==> src/rtl/jtag_tap_path_walker_macros.svh <==
// assertion macros used by the walker rtl
`ifndef JTAG_TAP_PATH_WALKER_MACROS_SVH
`define JTAG_TAP_PATH_WALKER_MACROS_SVH

`ifndef SYNTHESIS

// property must hold on every rising edge outside reset
`define JTPW_ASSERT(lbl, clk, rst_n, prop, msg) \
  lbl: assert property (@(posedge clk) disable iff (!rst_n) (prop)) else $error(msg);

// antecedent implies consequent on the same edge
`define JTPW_ASSERT_IMPL(lbl, clk, rst_n, ante, cons, msg) \
  lbl: assert property (@(posedge clk) disable iff (!rst_n) (ante) |-> (cons)) \
    else $error(msg);

`else

`define JTPW_ASSERT(lbl, clk, rst_n, prop, msg)
`define JTPW_ASSERT_IMPL(lbl, clk, rst_n, ante, cons, msg)

`endif

`endif

==> src/rtl/jtpw_pkg.sv <==
`timescale 1ns / 1ps

package jtpw_pkg;

  localparam int unsigned TAP_W            = 5;
  localparam int unsigned INIT_ONES        = 6;
  localparam int unsigned STEP_GUARD       = 10;
  localparam int unsigned JTPW_QUEUE_DEPTH = 2;

  typedef enum logic [TAP_W-1:0] {
    TAP_INIT      = 5'd0,
    TAP_RESET     = 5'd1,
    TAP_IDLE      = 5'd2,
    TAP_DRSELECT  = 5'd3,
    TAP_DRCAPTURE = 5'd4,
    TAP_DRSHIFT   = 5'd5,
    TAP_DREXIT1   = 5'd6,
    TAP_DRPAUSE   = 5'd7,
    TAP_DREXIT2   = 5'd8,
    TAP_DRUPDATE  = 5'd9,
    TAP_IRSELECT  = 5'd10,
    TAP_IRCAPTURE = 5'd11,
    TAP_IRSHIFT   = 5'd12,
    TAP_IREXIT1   = 5'd13,
    TAP_IRPAUSE   = 5'd14,
    TAP_IREXIT2   = 5'd15,
    TAP_IRUPDATE  = 5'd16
  } tap_state_e;

  typedef enum logic {
    WALK_IDLE,
    WALK_RUN
  } walk_state_e;

  // classified request handed from front to back
  typedef struct packed {
    logic [TAP_W-1:0] target;
    logic             ir_branch;
  } cmd_t;

  typedef struct packed {
    tap_state_e nxt;
    logic       tms;
  } edge_t;

  // one edge of the tap graph toward the target (init handled by caller)
  function automatic edge_t tap_edge(tap_state_e cur, logic [TAP_W-1:0] tgt,
                                     logic ir_branch);
    edge_t e;
    e.tms = 1'b1;
    e.nxt = TAP_RESET;
    case (cur)
      TAP_RESET:    begin e.tms = 1'b0; e.nxt = TAP_IDLE; end
      TAP_IDLE:     begin e.tms = 1'b1; e.nxt = TAP_DRSELECT; end
      TAP_DRSELECT: begin
        if (ir_branch) begin e.tms = 1'b1; e.nxt = TAP_IRSELECT; end
        else begin e.tms = 1'b0; e.nxt = TAP_DRCAPTURE; end
      end
      TAP_DRCAPTURE: begin
        if (tgt == TAP_DRSHIFT) begin e.tms = 1'b0; e.nxt = TAP_DRSHIFT; end
        else begin e.tms = 1'b1; e.nxt = TAP_DREXIT1; end
      end
      TAP_DRSHIFT:  begin e.tms = 1'b1; e.nxt = TAP_DREXIT1; end
      TAP_DREXIT1: begin
        if (tgt == TAP_DRPAUSE) begin e.tms = 1'b0; e.nxt = TAP_DRPAUSE; end
        else begin e.tms = 1'b1; e.nxt = TAP_DRUPDATE; end
      end
      TAP_DRPAUSE:  begin e.tms = 1'b1; e.nxt = TAP_DREXIT2; end
      TAP_DREXIT2: begin
        if (tgt == TAP_DRSHIFT) begin e.tms = 1'b0; e.nxt = TAP_DRSHIFT; end
        else begin e.tms = 1'b1; e.nxt = TAP_DRUPDATE; end
      end
      TAP_DRUPDATE, TAP_IRUPDATE: begin
        if (tgt == TAP_IDLE) begin e.tms = 1'b0; e.nxt = TAP_IDLE; end
        else begin e.tms = 1'b1; e.nxt = TAP_DRSELECT; end
      end
      TAP_IRSELECT: begin
        if (tgt == TAP_RESET) begin e.tms = 1'b1; e.nxt = TAP_RESET; end
        else begin e.tms = 1'b0; e.nxt = TAP_IRCAPTURE; end
      end
      TAP_IRCAPTURE: begin
        if (tgt == TAP_IRSHIFT) begin e.tms = 1'b0; e.nxt = TAP_IRSHIFT; end
        else begin e.tms = 1'b1; e.nxt = TAP_IREXIT1; end
      end
      TAP_IRSHIFT:  begin e.tms = 1'b1; e.nxt = TAP_IREXIT1; end
      TAP_IREXIT1: begin
        if (tgt == TAP_IRPAUSE) begin e.tms = 1'b0; e.nxt = TAP_IRPAUSE; end
        else begin e.tms = 1'b1; e.nxt = TAP_IRUPDATE; end
      end
      TAP_IRPAUSE:  begin e.tms = 1'b1; e.nxt = TAP_IREXIT2; end
      TAP_IREXIT2: begin
        if (tgt == TAP_IRSHIFT) begin e.tms = 1'b0; e.nxt = TAP_IRSHIFT; end
        else begin e.tms = 1'b1; e.nxt = TAP_IRUPDATE; end
      end
      default: begin e.tms = 1'b1; e.nxt = TAP_RESET; end
    endcase
    return e;
  endfunction

endpackage

==> src/rtl/jtpw_front.sv <==
`timescale 1ns / 1ps

module jtpw_front
  import jtpw_pkg::*;
(
  input  logic             clk_i,
  input  logic             rst_ni,
  input  logic             in_valid_i,
  output logic             in_ready_o,
  input  logic [TAP_W-1:0] in_target_i,
  output logic             cmd_valid_o,
  input  logic             cmd_ready_i,
  output cmd_t             cmd_o
);

  logic valid_q, valid_d;
  cmd_t cmd_q, cmd_d;

  assign in_ready_o = !valid_q || cmd_ready_i;

  always_comb begin
    valid_d = valid_q;
    cmd_d   = cmd_q;
    if (valid_q && cmd_ready_i) begin
      valid_d = 1'b0;
    end
    if (in_valid_i && in_ready_o) begin
      valid_d          = 1'b1;
      cmd_d.target     = in_target_i;
      // the ir branch is taken for any ir-group target, reset, or a code off the graph
      cmd_d.ir_branch  = (in_target_i >= TAP_W'(TAP_IRSELECT)) ||
                         (in_target_i == TAP_W'(TAP_RESET));
    end
  end

  always_ff @(posedge clk_i or negedge rst_ni) begin
    if (!rst_ni) begin
      valid_q <= 1'b0;
    end else begin
      valid_q <= valid_d;
    end
  end

  always_ff @(posedge clk_i) begin
    cmd_q <= cmd_d;
  end

  assign cmd_valid_o = valid_q;
  assign cmd_o       = cmd_q;

endmodule

==> src/rtl/jtpw_queue.sv <==
`timescale 1ns / 1ps

module jtpw_queue #(
  parameter int unsigned Width = 6,
  parameter int unsigned Depth = 2   // 2 to 16
) (
  input  logic             clk_i,
  input  logic             rst_ni,
  input  logic             push_valid_i,
  output logic             push_ready_o,
  input  logic [Width-1:0] push_data_i,
  output logic             pop_valid_o,
  input  logic             pop_ready_i,
  output logic [Width-1:0] pop_data_o
);

  localparam int unsigned PtrW = $clog2(Depth);
  localparam int unsigned CntW = $clog2(Depth + 1);

  logic [Width-1:0] mem_q [Depth];
  logic [PtrW-1:0]  wr_ptr_q, wr_ptr_d, rd_ptr_q, rd_ptr_d;
  logic [CntW-1:0]  count_q, count_d;
  logic             push, pop;

  assign push_ready_o = count_q != CntW'(Depth);
  assign pop_valid_o  = count_q != '0;
  assign push         = push_valid_i && push_ready_o;
  assign pop          = pop_valid_o && pop_ready_i;
  assign pop_data_o   = mem_q[rd_ptr_q];

  always_comb begin
    wr_ptr_d = wr_ptr_q;
    rd_ptr_d = rd_ptr_q;
    count_d  = count_q;
    if (push) begin
      wr_ptr_d = (wr_ptr_q == PtrW'(Depth - 1)) ? '0 : wr_ptr_q + 1'b1;
    end
    if (pop) begin
      rd_ptr_d = (rd_ptr_q == PtrW'(Depth - 1)) ? '0 : rd_ptr_q + 1'b1;
    end
    case ({push, pop})
      2'b10:   count_d = count_q + 1'b1;
      2'b01:   count_d = count_q - 1'b1;
      default: count_d = count_q;
    endcase
  end

  always_ff @(posedge clk_i or negedge rst_ni) begin
    if (!rst_ni) begin
      wr_ptr_q <= '0;
      rd_ptr_q <= '0;
      count_q  <= '0;
    end else begin
      wr_ptr_q <= wr_ptr_d;
      rd_ptr_q <= rd_ptr_d;
      count_q  <= count_d;
    end
  end

  always_ff @(posedge clk_i) begin
    if (push) begin
      mem_q[wr_ptr_q] <= push_data_i;
    end
  end

endmodule

==> src/rtl/jtpw_back.sv <==
`timescale 1ns / 1ps
`include "jtag_tap_path_walker_macros.svh"

module jtpw_back
  import jtpw_pkg::*;
(
  input  logic clk_i,
  input  logic rst_ni,
  input  logic cmd_valid_i,
  output logic cmd_ready_o,
  input  cmd_t cmd_i,
  output logic out_valid_o,
  input  logic out_ready_i,
  output logic out_tms_o,
  output logic out_pulse_o,
  output logic out_last_o,
  output logic out_error_o
);

  localparam int unsigned StepW = $clog2(STEP_GUARD + 2);
  localparam int unsigned OnesW = $clog2(INIT_ONES);

  walk_state_e      state_q, state_d;
  tap_state_e       cur_q, cur_d;
  cmd_t             cmd_q, cmd_d;
  logic             first_q, first_d;
  logic [StepW-1:0] step_q, step_d;
  logic [OnesW-1:0] ones_q, ones_d;

  logic o_valid_q, o_valid_d;
  logic o_tms_q, o_tms_d, o_pulse_q, o_pulse_d;
  logic o_last_q, o_last_d, o_err_q, o_err_d;

  logic       slot_free;
  logic       step_end;
  tap_state_e step_nxt;
  logic       guard;
  edge_t      e;

  assign slot_free   = !o_valid_q || out_ready_i;
  assign cmd_ready_o = (state_q == WALK_IDLE);
  assign guard       = step_q > StepW'(STEP_GUARD);
  assign e           = tap_edge(cur_q, cmd_q.target, cmd_q.ir_branch);

  always_comb begin
    state_d   = state_q;
    cur_d     = cur_q;
    cmd_d     = cmd_q;
    first_d   = first_q;
    step_d    = step_q;
    ones_d    = ones_q;
    o_valid_d = o_valid_q && !out_ready_i;
    o_tms_d   = o_tms_q;
    o_pulse_d = o_pulse_q;
    o_last_d  = o_last_q;
    o_err_d   = o_err_q;
    step_end  = 1'b0;
    step_nxt  = cur_q;

    case (state_q)
      WALK_IDLE: begin
        if (cmd_valid_i) begin
          cmd_d   = cmd_i;
          first_d = 1'b1;
          step_d  = '0;
          ones_d  = '0;
          state_d = WALK_RUN;
        end
      end
      WALK_RUN: begin
        if (slot_free) begin
          o_valid_d = 1'b1;
          first_d   = 1'b0;
          if (first_q && (cmd_q.target == cur_q)) begin
            // already there: one item with no pulse
            o_tms_d   = 1'b0;
            o_pulse_d = 1'b0;
            o_last_d  = 1'b1;
            o_err_d   = 1'b0;
            state_d   = WALK_IDLE;
          end else begin
            o_pulse_d = 1'b1;
            o_last_d  = 1'b0;
            o_err_d   = 1'b0;
            if (cur_q == TAP_INIT || cur_q > TAP_IRUPDATE) begin
              // leaving init: a run of ones counts as a single step
              o_tms_d = 1'b1;
              if (ones_q == OnesW'(INIT_ONES - 1)) begin
                step_end = 1'b1;
                step_nxt = TAP_RESET;
              end else begin
                ones_d = ones_q + 1'b1;
              end
            end else begin
              o_tms_d  = e.tms;
              step_end = 1'b1;
              step_nxt = e.nxt;
            end
            if (step_end) begin
              cur_d    = step_nxt;
              step_d   = step_q + 1'b1;
              o_err_d  = guard;
              o_last_d = guard || (step_nxt == cmd_q.target);
              if (o_last_d) begin
                state_d = WALK_IDLE;
              end
            end
          end
        end
      end
      default: begin
        state_d = WALK_IDLE;
      end
    endcase
  end

  always_ff @(posedge clk_i or negedge rst_ni) begin
    if (!rst_ni) begin
      state_q   <= WALK_IDLE;
      cur_q     <= TAP_INIT;
      first_q   <= 1'b0;
      step_q    <= '0;
      ones_q    <= '0;
      o_valid_q <= 1'b0;
    end else begin
      state_q   <= state_d;
      cur_q     <= cur_d;
      first_q   <= first_d;
      step_q    <= step_d;
      ones_q    <= ones_d;
      o_valid_q <= o_valid_d;
    end
  end

  always_ff @(posedge clk_i) begin
    cmd_q     <= cmd_d;
    o_tms_q   <= o_tms_d;
    o_pulse_q <= o_pulse_d;
    o_last_q  <= o_last_d;
    o_err_q   <= o_err_d;
  end

  assign out_valid_o = o_valid_q;
  assign out_tms_o   = o_tms_q;
  assign out_pulse_o = o_pulse_q;
  assign out_last_o  = o_last_q;
  assign out_error_o = o_err_q;

  `JTPW_ASSERT_IMPL(a_err_on_last, clk_i, rst_ni, o_valid_q && o_err_q, o_last_q,
                    "walk error raised on an item that is not the last")
  `JTPW_ASSERT_IMPL(a_nopulse_alone, clk_i, rst_ni, o_valid_q && !o_pulse_q,
                    o_last_q && !o_err_q && !o_tms_q, "no-move item malformed")
  `JTPW_ASSERT(a_step_bound, clk_i, rst_ni, step_q <= StepW'(STEP_GUARD + 2),
               "step counter ran past the guard")
  `JTPW_ASSERT_IMPL(a_no_pop_in_walk, clk_i, rst_ni, state_q == WALK_RUN,
                    !cmd_ready_o, "request taken while a walk is under way")

endmodule

==> src/rtl/jtag_tap_path_walker.sv <==
`timescale 1ns / 1ps

// JTAG TAP path walker: each input item names a target TAP state (0 init, 1 reset,
// 2 run-test/idle, 3..9 DR select..update, 10..16 IR select..update) and the block
// answers with the TMS bits, one item per TCK pulse, that walk the standard TAP
// graph from its tracked current state to that target. The tracked state resets to
// init; the first walk out of init starts with six ones to reach test-logic-reset.
// A target equal to the current state yields one item with pulse low. A walk that
// runs past eleven steps (only seen for target init or codes above 16) stops with
// walk_error on its last item, and the tracked state stays wherever it stopped.
// The front registers and classifies a target and hands it through a short
// request queue; the walker loads it into a register while idle, then issues one
// result item per cycle into its output register unless the output stalls, and
// takes no new target until the current walk has ended. The front keeps accepting
// targets while the walker is busy until the queue fills.
module jtag_tap_path_walker
  import jtpw_pkg::*;
#(
  parameter int unsigned QueueDepth = JTPW_QUEUE_DEPTH  // request queue entries, 2 to 16
) (
  input  logic       clk_i,
  input  logic       rst_ni,
  // target stream
  input  logic       s_axis_tvalid_i,
  output logic       s_axis_tready_o,
  input  logic [7:0] s_axis_tdata_i,   // [4:0] target_state, [7:5] zero
  // tms stream
  output logic       m_axis_tvalid_o,
  input  logic       m_axis_tready_i,
  output logic [7:0] m_axis_tdata_o,   // [0] tms, [1] pulse, [7:2] zero
  output logic       m_axis_tlast_o,   // last item of a walk
  output logic       m_axis_tuser_o    // [0] walk_error
);

  // front to queue
  logic fr_valid, fr_ready;
  cmd_t fr_cmd;
  // queue to walker
  logic q_valid, q_ready;
  cmd_t q_cmd;
  // walker output
  logic tms, pulse;

  jtpw_front u_front (
    .clk_i       (clk_i),
    .rst_ni      (rst_ni),
    .in_valid_i  (s_axis_tvalid_i),
    .in_ready_o  (s_axis_tready_o),
    .in_target_i (s_axis_tdata_i[TAP_W-1:0]),
    .cmd_valid_o (fr_valid),
    .cmd_ready_i (fr_ready),
    .cmd_o       (fr_cmd)
  );

  jtpw_queue #(
    .Width ($bits(cmd_t)),
    .Depth (QueueDepth)
  ) u_queue (
    .clk_i        (clk_i),
    .rst_ni       (rst_ni),
    .push_valid_i (fr_valid),
    .push_ready_o (fr_ready),
    .push_data_i  (fr_cmd),
    .pop_valid_o  (q_valid),
    .pop_ready_i  (q_ready),
    .pop_data_o   (q_cmd)
  );

  // the walker owns the tracked tap state and the step guard
  jtpw_back u_back (
    .clk_i       (clk_i),
    .rst_ni      (rst_ni),
    .cmd_valid_i (q_valid),
    .cmd_ready_o (q_ready),
    .cmd_i       (q_cmd),
    .out_valid_o (m_axis_tvalid_o),
    .out_ready_i (m_axis_tready_i),
    .out_tms_o   (tms),
    .out_pulse_o (pulse),
    .out_last_o  (m_axis_tlast_o),
    .out_error_o (m_axis_tuser_o)
  );

  assign m_axis_tdata_o = {6'b0, pulse, tms};

endmodule

==> config.mk <==
export PLATFORM = sky130hd
export DESIGN_NAME = jtag_tap_path_walker
export DESIGN_NICKNAME = d
export VERILOG_FILES = /design/src/rtl/jtpw_pkg.sv /design/src/rtl/jtpw_front.sv /design/src/rtl/jtpw_queue.sv /design/src/rtl/jtpw_back.sv /design/src/rtl/jtag_tap_path_walker.sv
export VERILOG_INCLUDE_DIRS = /design/src /design/src/rtl
export SDC_FILE = /design/constraint.sdc
export NUM_CORES = 1
export LEC_CHECK = 0
export BUFFER_PORTS_ARGS = -buffer_cell sky130_fd_sc_hd__buf_2
export CAP_MARGIN = 20
export CORE_MARGIN = 10
export CORE_UTILIZATION = 34
export CTS_CLUSTER_DIAMETER = 30
export DETAILED_ROUTE_END_ITERATION = 7
export PLACE_DENSITY = 0.59
export SLEW_MARGIN = 0
export SYNTH_ARGS = -nofsm -noshare
export SYNTH_HDL_FRONTEND = slang
export SYNTH_SLANG_ARGS = --single-unit
export TNS_END_PERCENT = 50
==> constraint.sdc <==
create_clock -name clk_i -period 2.46 [get_ports clk_i]
set_input_delay 0.738 -clock clk_i [delete_from_list [all_inputs] [get_ports clk_i]]
set_output_delay 0.738 -clock clk_i [all_outputs]
set_load 0.02 [all_outputs]
# Yosys cells after proc, flatten, opt, wreduce, memory -nomap -nowiden
# Memory sizes are Yosys's and may differ from the RTL's. A register that Yosys moved wholly into a read port is not among the register bits.
# Cells that the tools add are included.
[totals]
out_inout_bits = 12
wordCells = 141
inputBits = 12
ff_bits = 30
mem_count = 1
mem_bits_rw = 12
[op_classes]
bitwise_logic = 3
muxes = 52
add_sub_neg = 6
n_reduce_logical = 25
eq_ne = 35
n_lt_le_gt_ge = 3
[mem_list]
columns = ["name", "depth", "word_bits", "read_ports", "rd_clocked_by_memory_dff", "wr", "line_no", "rtl"]
rows = [
  ["u_queue.mem_q", 2, 6, 1, 1, 1, "jtpw_queue.sv:20", "logic [Width-1:0] mem_q [Depth];"],
]
[ops]
columns = ["cell", "n"]
rows = [
  ["$pmux 6 s15", 1],
  ["$eq 5x4->1 const B", 10],
  ["$mux 5", 9],
  ["$eq 5x3->1 const B", 6],
  ["$mux 1", 23],
  ["$mux 3", 6],
  ["$mux 4", 4],
  ["$eq 5x1->1 const B", 3],
  ["$eq 5x2->1 const B", 3],
  ["$mux 6", 2],
  ["$ne 2x2->1 const B", 6],
  ["$eq 5x5->1", 2],
  ["$pmux 4 s2", 1],
  ["$reduce_and 4->1", 2],
  ["$pmux 3 s2", 1],
  ["$reduce_and 2->1", 3],
  ["$reduce_bool 2->1", 3],
  ["$eq 5x5->1 const B", 1],
  ["$ge 5x4->1 const B", 1],
  ["$gt 5x5->1 const B", 1],
  ["$logic_and 1x1->1", 5],
  ["$logic_not 5->1", 1],
  ["$logic_or 1x1->1", 5],
  ["$reduce_and 5->1", 1],
  ["16 further kinds", 24],
]

# Longest topological paths before layout
[depth]
depth_word = 14
depth_mapped = 9
ltp_nobuf = 9

# By module
# From an unflattened synthesis, not the netlist that was laid out.
[hier_totals]
hier_cells = 250
hier_area_um2 = 2696.3
[modules_own_cells]
columns = ["module", "cells_each", "instances", "seq_area_each_um2", "area_each_um2"]
rows = [
  ["jtpw_back", 192, 1, 675.6, 1757.9],
  ["jtpw_queue", 36, 1, 460.4, 628.1],
  ["jtpw_front", 13, 1, 205.2, 246.5],
  ["jtag_tap_path_walker", 9, 1, 0.0, 63.8],
]

# Worst setup path after synthesis
# No wires, ideal clock.
[synth_timing]
path_type = "register -> register"
startpoint = "register u_back.cur_q[4]"
endpoint = "register u_back.state_q"
slack_ns = -0.051
path_buffers = 1
setup_ns = 0.119
required_ns = 2.341
t_arrival_ns = 2.392
period_less_slack_ns = 2.511
path_stages_with_launch = 9
path_cell_list = "dfrtp_1 > clkbuf_1 > or4b_1 > a211o_1 > o211ai_1 > a311oi_2 > xnor2_1 > or4_4 > o21a_1"
[synth_between]
elab_chain_len = 14
elab_cells_between_ends = 39
classes_between = "order compare: 1; eq/ne: 18; mux: 15; reduce/logical: 5"
[synth_lines]
columns = ["item", "line_no", "rtl"]
rows = [
  ["start, declared", "jtpw_back.sv:24", "tap_state_e cur_q, cur_d;"],
  ["start signal, assigned", "jtpw_back.sv:127", "cur_q <= cur_d;"],
  ["$eq 5x4->1 / $eq 5x5->1 (equally long branches)", "jtpw_pkg.sv:52", "case (cur)"],
  ["$reduce_or 2->1", "jtpw_pkg.sv:52", ""],
  ["$pmux 6 s15", "jtpw_pkg.sv:52", ""],
  ["$mux 5", "jtpw_back.sv:85", "if (cur_q == TAP_INIT || cur_q > TAP_IRUPDATE) begin"],
  ["$mux 5", "jtpw_back.sv:74", "if (first_q && (cmd_q.target == cur_q)) begin"],
  ["$mux 5", "jtpw_back.sv:71", "if (slot_free) begin"],
  ["$mux 5", "jtpw_back.sv:60", "case (state_q)"],
  ["$eq 5x5->1", "jtpw_back.sv:103", "o_last_d = guard || (step_nxt == cmd_q.target);"],
  ["$logic_or 1x1->1", "jtpw_back.sv:103", ""],
  ["$mux 1", "jtpw_back.sv:104", "if (o_last_d) begin"],
  ["$mux 1", "jtpw_back.sv:99", "if (step_end) begin"],
  ["$mux 1 *", "jtpw_back.sv:74", ""],
  ["$mux 1 *", "jtpw_back.sv:71", ""],
  ["$pmux 1 s2 *", "jtpw_back.sv:60", ""],
  ["via u_back.state_d", "jtpw_back.sv:23", "walk_state_e state_q, state_d;"],
  ["end signal, assigned", "jtpw_back.sv:126", "state_q <= state_d;"],
  ["end, declared", "jtpw_back.sv:23", ""],
]
# Mark *: on every way through the listed nets, which the timed path passes. The rest lies on a longest branch. The select of a mux whose other input is x is not followed.
# A chain may end at the register's enable or synchronous reset.

# Worst setup path after layout
[layout_timing]
startpoint = "register u_back.cmd_q[2] (netlist name)"
endpoint = "register u_back.state_q"
[layout_between]
elab_chain_len = 14
elab_cells_between_ends = 28
classes_between = "eq/ne: 8; mux: 18; reduce/logical: 2"
[layout_lines]
columns = ["item", "line_no", "rtl"]
rows = [
  ["start, declared", "jtpw_back.sv:25", "cmd_t cmd_q, cmd_d;"],
  ["start signal, assigned", "jtpw_back.sv:136", "cmd_q <= cmd_d;"],
  ["$eq 5x4->1 (tied with other cells)", "jtpw_pkg.sv:82, jtpw_pkg.sv:92", ""],
  ["$mux 2 (tied with other cells)", "jtpw_pkg.sv:82", "if (tgt == TAP_IRSHIFT) begin e.tms = 1'b0; e.nxt = TAP_IRSHIFT; end"],
  ["$pmux 6 s15", "jtpw_pkg.sv:52", ""],
  ["$mux 5", "jtpw_back.sv:85", ""],
  ["$mux 5", "jtpw_back.sv:74", ""],
  ["$mux 5", "jtpw_back.sv:71", ""],
  ["$mux 5", "jtpw_back.sv:60", ""],
  ["$eq 5x5->1", "jtpw_back.sv:103", ""],
  ["$logic_or 1x1->1", "jtpw_back.sv:103", ""],
  ["$mux 1", "jtpw_back.sv:104", ""],
  ["$mux 1", "jtpw_back.sv:99", ""],
  ["$mux 1 *", "jtpw_back.sv:74", ""],
  ["$mux 1 *", "jtpw_back.sv:71", ""],
  ["$pmux 1 s2 *", "jtpw_back.sv:60", ""],
  ["via u_back.state_d", "jtpw_back.sv:23", ""],
]
# Marked as above.

==> flow_summary.json <==
{
  "grt_max_degree": 21,
  "internal_power_mw": 2.43,
  "rsz0062_at_grt": "yes",
  "dp_hpwl_um": 4060,
  "critPathKind": "flop to flop",
  "fillers": 731,
  "cts_tree": "yes",
  "synth_edf_count": 28,
  "crit_family": "simple AND/OR/NAND/NOR gates",
  "critPathMaxStageDelay_ns": 0.59,
  "cp_max_fo": 4,
  "ant_nets": 0,
  "ios": 24,
  "die_x_um": 108,
  "yosys-top-cells-area": "edfxtp_1, dfrtp_1, xnor2_1",
  "rr_endpoint": "u_back.state_q$_DFF_PN0_",
  "grt_pass1_wl_um": 8930,
  "finalCriticalPeriod_ns": 2.62,
  "worstSetupStartpointType": "flop",
  "seqPwrFrac_pct": 35.8,
  "hold_path_class": "input port to asynchronous set/reset pin",
  "clockPowerShare_pct": 17.9,
  "grt_overflow": 0,
  "ys.flop_type": "edfxtp_1",
  "die_y_um": 108,
  "yosysSeqAreaShare_pct": 51.2,
  "reg2reg_slack_ns": -0.16,
  "power_mw": 3.88,
  "hold_violations": 0,
  "synth-seq-cells": 48,
  "clkTransAtPathRegs_ns": 0.10,
  "vias": 1890,
  "syn_area_mm2": 0.00262,
  "timing.rr.start": "u_back.cmd_q[2]$_DFFE_PP_",
  "grt_pass1_vias": 1820,
  "status": "finished, violations left",
  "cp.required_ns": 2.66,
  "cts_buffers": 5,
  "switching_share_pct": 37.4,
  "fin_crit_sh_pct": 107,
  "cts.path.max_buffers": 2,
  "port_buffers": 14,
  "multi_input_area_mm2": 0.00115,
  "htree_levels": 2,
  "grtUsageMet2_pct": 15.4,
  "utilization_pct": 42.6,
  "path_cells": "or4b_4 -> o31ai_4 -> a31oi_2 -> a311oi_2 -> xnor2_1 -> or4_4 -> o21a_1",
  "fin_ws_ns": -0.165,
  "antenna_found_initial": 0,
  "dieArea_mm2": 0.0116,
  "peakVddDrop_v": 0.000728,
  "synth-async-reset-ratio_pct": 41.7,
  "start_util_pct": 35.6,
  "wire_per_inst_um": 14.2,
  "drt-total-wl_um": 5390,
  "area_growth_pct": 19.9,
  "coreArea_mm2": 0.00737,
  "drtPass1Iterations": 4,
  "drc": 0,
  "max_freq_mhz": 381,
  "drv_cap": 0,
  "fin_skew_ns": 0.00885,
  "grtUsageMet3_pct": 2.16,
  "syn_inst": 240,
  "combPwrFrac_pct": 46.3,
  "slew-limit-headroom_pct": 65.2,
  "diodes": 0,
  "root_buffer": "clkbuf_8",
  "ys_warn_count": 0,
  "layout-drive-gt1-share_pct": 26.7,
  "track_usage_pct": 9.45,
  "finalMaxSlewViolations": 0,
  "violations": "negative setup slack",
  "avgSynthCellArea_um2": 10.9,
  "drt_iter0_markers": 55,
  "nets": 297,
  "power.density_mw_per_mm2": 1240,
  "row_count": 31,
  "switchingPower_mw": 1.45,
  "cts.sinks": 48,
  "tightest_slew_ns": 0.517,
  "setup_viol": 2,
  "clkLatencyLatePin_ns": 0.30,
  "gp_congestion": 0.871,
  "viasPerCell": 4.97,
  "yosysTopAreaCellShare_pct": 32.1,
  "synth_top_area_cell": "edfxtp_1",
  "slowest_stage": "or4b_4",
  "synth_commonest_cells": "edfxtp_1, dfrtp_1, nand2_1",
  "arrival_ns": 2.82,
  "grt_util_met1_pct": 12.3,
  "yosysMostFrequentCell": "edfxtp_1",
  "leakagePower_nw": 1.26,
  "synth_cell_types": 56,
  "path_buf_inv": 0,
  "regArea_mm2": 0.00134,
  "crit_path_end_kind": "flop",
  "grt-busiest-layer": "met2",
  "ff2ff_path_depth": 7
}
==> cell families (layout without fill, tap and decap cells) <==
kind of cell	count (synthesis)	in the layout	share of synthesized area, %
AO/OA/AOI/OAI	53	53	14.3
AND/OR/NAND/NOR	75	75	16.7
other	1	6	0.143
XOR/XNOR	17	17	5.68
multiplexers	7	7	3.01
buffers and inverters	34	70	6.63
flip-flops	48	48	51.2
adder cells (fa/ha/maj)	5	5	2.39
==> flip-flops by register name, indices dropped and copies added, names as in the netlist, 2 cells and up <==
register / flops
u_back.cur_q: 5
u_front.cmd_o: 6
u_back.ones_q: 3
u_back.step_q: 4
u_back.cmd_q: 6
u_queue.count_q: 2
u_queue.mem_q: 12
==> power groups by stage <==
stage               Clock [mW]  Sequential, mW  Combinational, mW
floorplan                    0            1.33               1.26
global placement             0            1.40               1.73
detailed placement           0            1.41               1.74
CTS                      0.715            1.39               1.76
global route             0.746            1.43               2.00
finish                   0.693            1.39               1.80
==> metrics by stage <==
| step | instances | setup slack, ns | TNS (ns) | cell area [µm²] | hold WS (ns) |
|---|---|---|---|---|---|
| final | 380 | -0.165 | -0.270 | 3140 | 0.376 |
| after global routing | 380 | -0.259 | -0.664 | 3140 | 0.410 |
| after CTS | 378 | -0.133 | -0.207 | 3110 | 0.394 |
| after detailed placement | 370 | -0.120 | -0.172 | 2970 | 0.430 |
| after global placement | 370 | -0.105 | -0.143 | 2970 | 0.424 |
| after floorplan | 245 | 0.00267 | 0 | 2650 | 0.421 |
==> final cells by class <==
cell class / instances / share of cell area (%)
Clock inverter: 3 / 2.19
Clock buffer: 5 / 2.19
Inverter: 11 / 1.31
Sequential cell: 48 / 42.7
Tap cell: 99 / 3.94
Multi-Input combinational cell: 163 / 36.6
Timing Repair Buffer: 51 / 11.1
==> worst reg2reg max path, stage by stage (launching register included) <==
cell and delay [ns]:
edfxtp_1 0.44, or4b_4 0.59, o31ai_4 0.29, a31oi_2 0.16, a311oi_2 0.30, xnor2_1 0.12
or4_4 0.44, o21a_1 0.18
==> cell usage in the layout (no fill, tap or decap), types with 2 or more instances in the layout <==
| master | netlist | final |
|---|---|---|
| buf_4 | 9 | 37 |
| edfxtp_1 | 28 | 28 |
| dfrtp_1 | 20 | 20 |
| nand2_1 | 16 | 16 |
| nor2_1 | 15 | 15 |
| xnor2_1 | 14 | 14 |
| buf_2 | 4 | 14 |
| o21ai_0 | 14 | 13 |
| inv_1 | 11 | 11 |
| a21oi_1 | 8 | 8 |
| mux2_2 | 6 | 6 |
| nand3_1 | 6 | 6 |
| conb_1 | 1 | 6 |
| ha_1 | 5 | 5 |
| clkbuf_8 | 0 | 5 |
| nand4_1 | 4 | 4 |
| nand2b_1 | 4 | 4 |
| o211ai_1 | 4 | 4 |
| nand3b_1 | 3 | 3 |
| nor2b_1 | 3 | 3 |
| and3b_1 | 3 | 3 |
| xor2_1 | 3 | 3 |
| a21o_1 | 3 | 3 |
| nor3_1 | 3 | 3 |
| and2_1 | 2 | 2 |
| or4b_4 | 1 | 2 |
| o311ai_1 | 1 | 2 |
| a211oi_1 | 2 | 2 |
| a311oi_1 | 2 | 2 |
| a2bb2oi_1 | 2 | 2 |
| nor3b_1 | 3 | 2 |
| o22ai_1 | 2 | 2 |
| or3_1 | 2 | 2 |
| o31ai_1 | 2 | 2 |
| bufinv_16 | 0 | 2 |
==> routing by layer <==
| metal | part of all wire, % | vias to the layer above | wire (µm) |
|---|---|---|---|
| li1 | - | 940 | - |
| met1 | 46 | 903 | 2500 |
| met2 | 48 | 43 | 2580 |
| met3 | 4.6 | 4 | 249 |
| met4 | 1.1 | 0 | 59 |
| met5 | 0 | - | 0 |
==> repair_timing <==
action	CTS	global route
buffers inserted	0	2
setup endpoints to repair	2	6
hold buffers	0	0
pin swaps	0	6
gates resized for setup	0	6
==> worst max path at each step <==
stage | startpoint | endpoint | slack (ns) | cells past startpoint
2_1_floorplan | u_back.cur_q[4]$_DFFE_PN0P_ | u_back.state_q$_DFF_PN0_ | 0.003 | 8
3_3_place_gp | u_back.cmd_q[5]$_DFFE_PP_ | u_back.state_q$_DFF_PN0_ | -0.11 | 7
3_5_place_dp | u_back.cur_q[3]$_DFFE_PN0P_ | u_back.state_q$_DFF_PN0_ | -0.12 | 8
4_1_cts | u_back.cmd_q[5]$_DFFE_PP_ | u_back.state_q$_DFF_PN0_ | -0.13 | 7
5_1_grt | u_back.cmd_q[2]$_DFFE_PP_ | u_back.state_q$_DFF_PN0_ | -0.26 | 7
6_report | u_back.cmd_q[2]$_DFFE_PP_ | u_back.state_q$_DFF_PN0_ | -0.16 | 7
(Power assumes the default switching activity.)
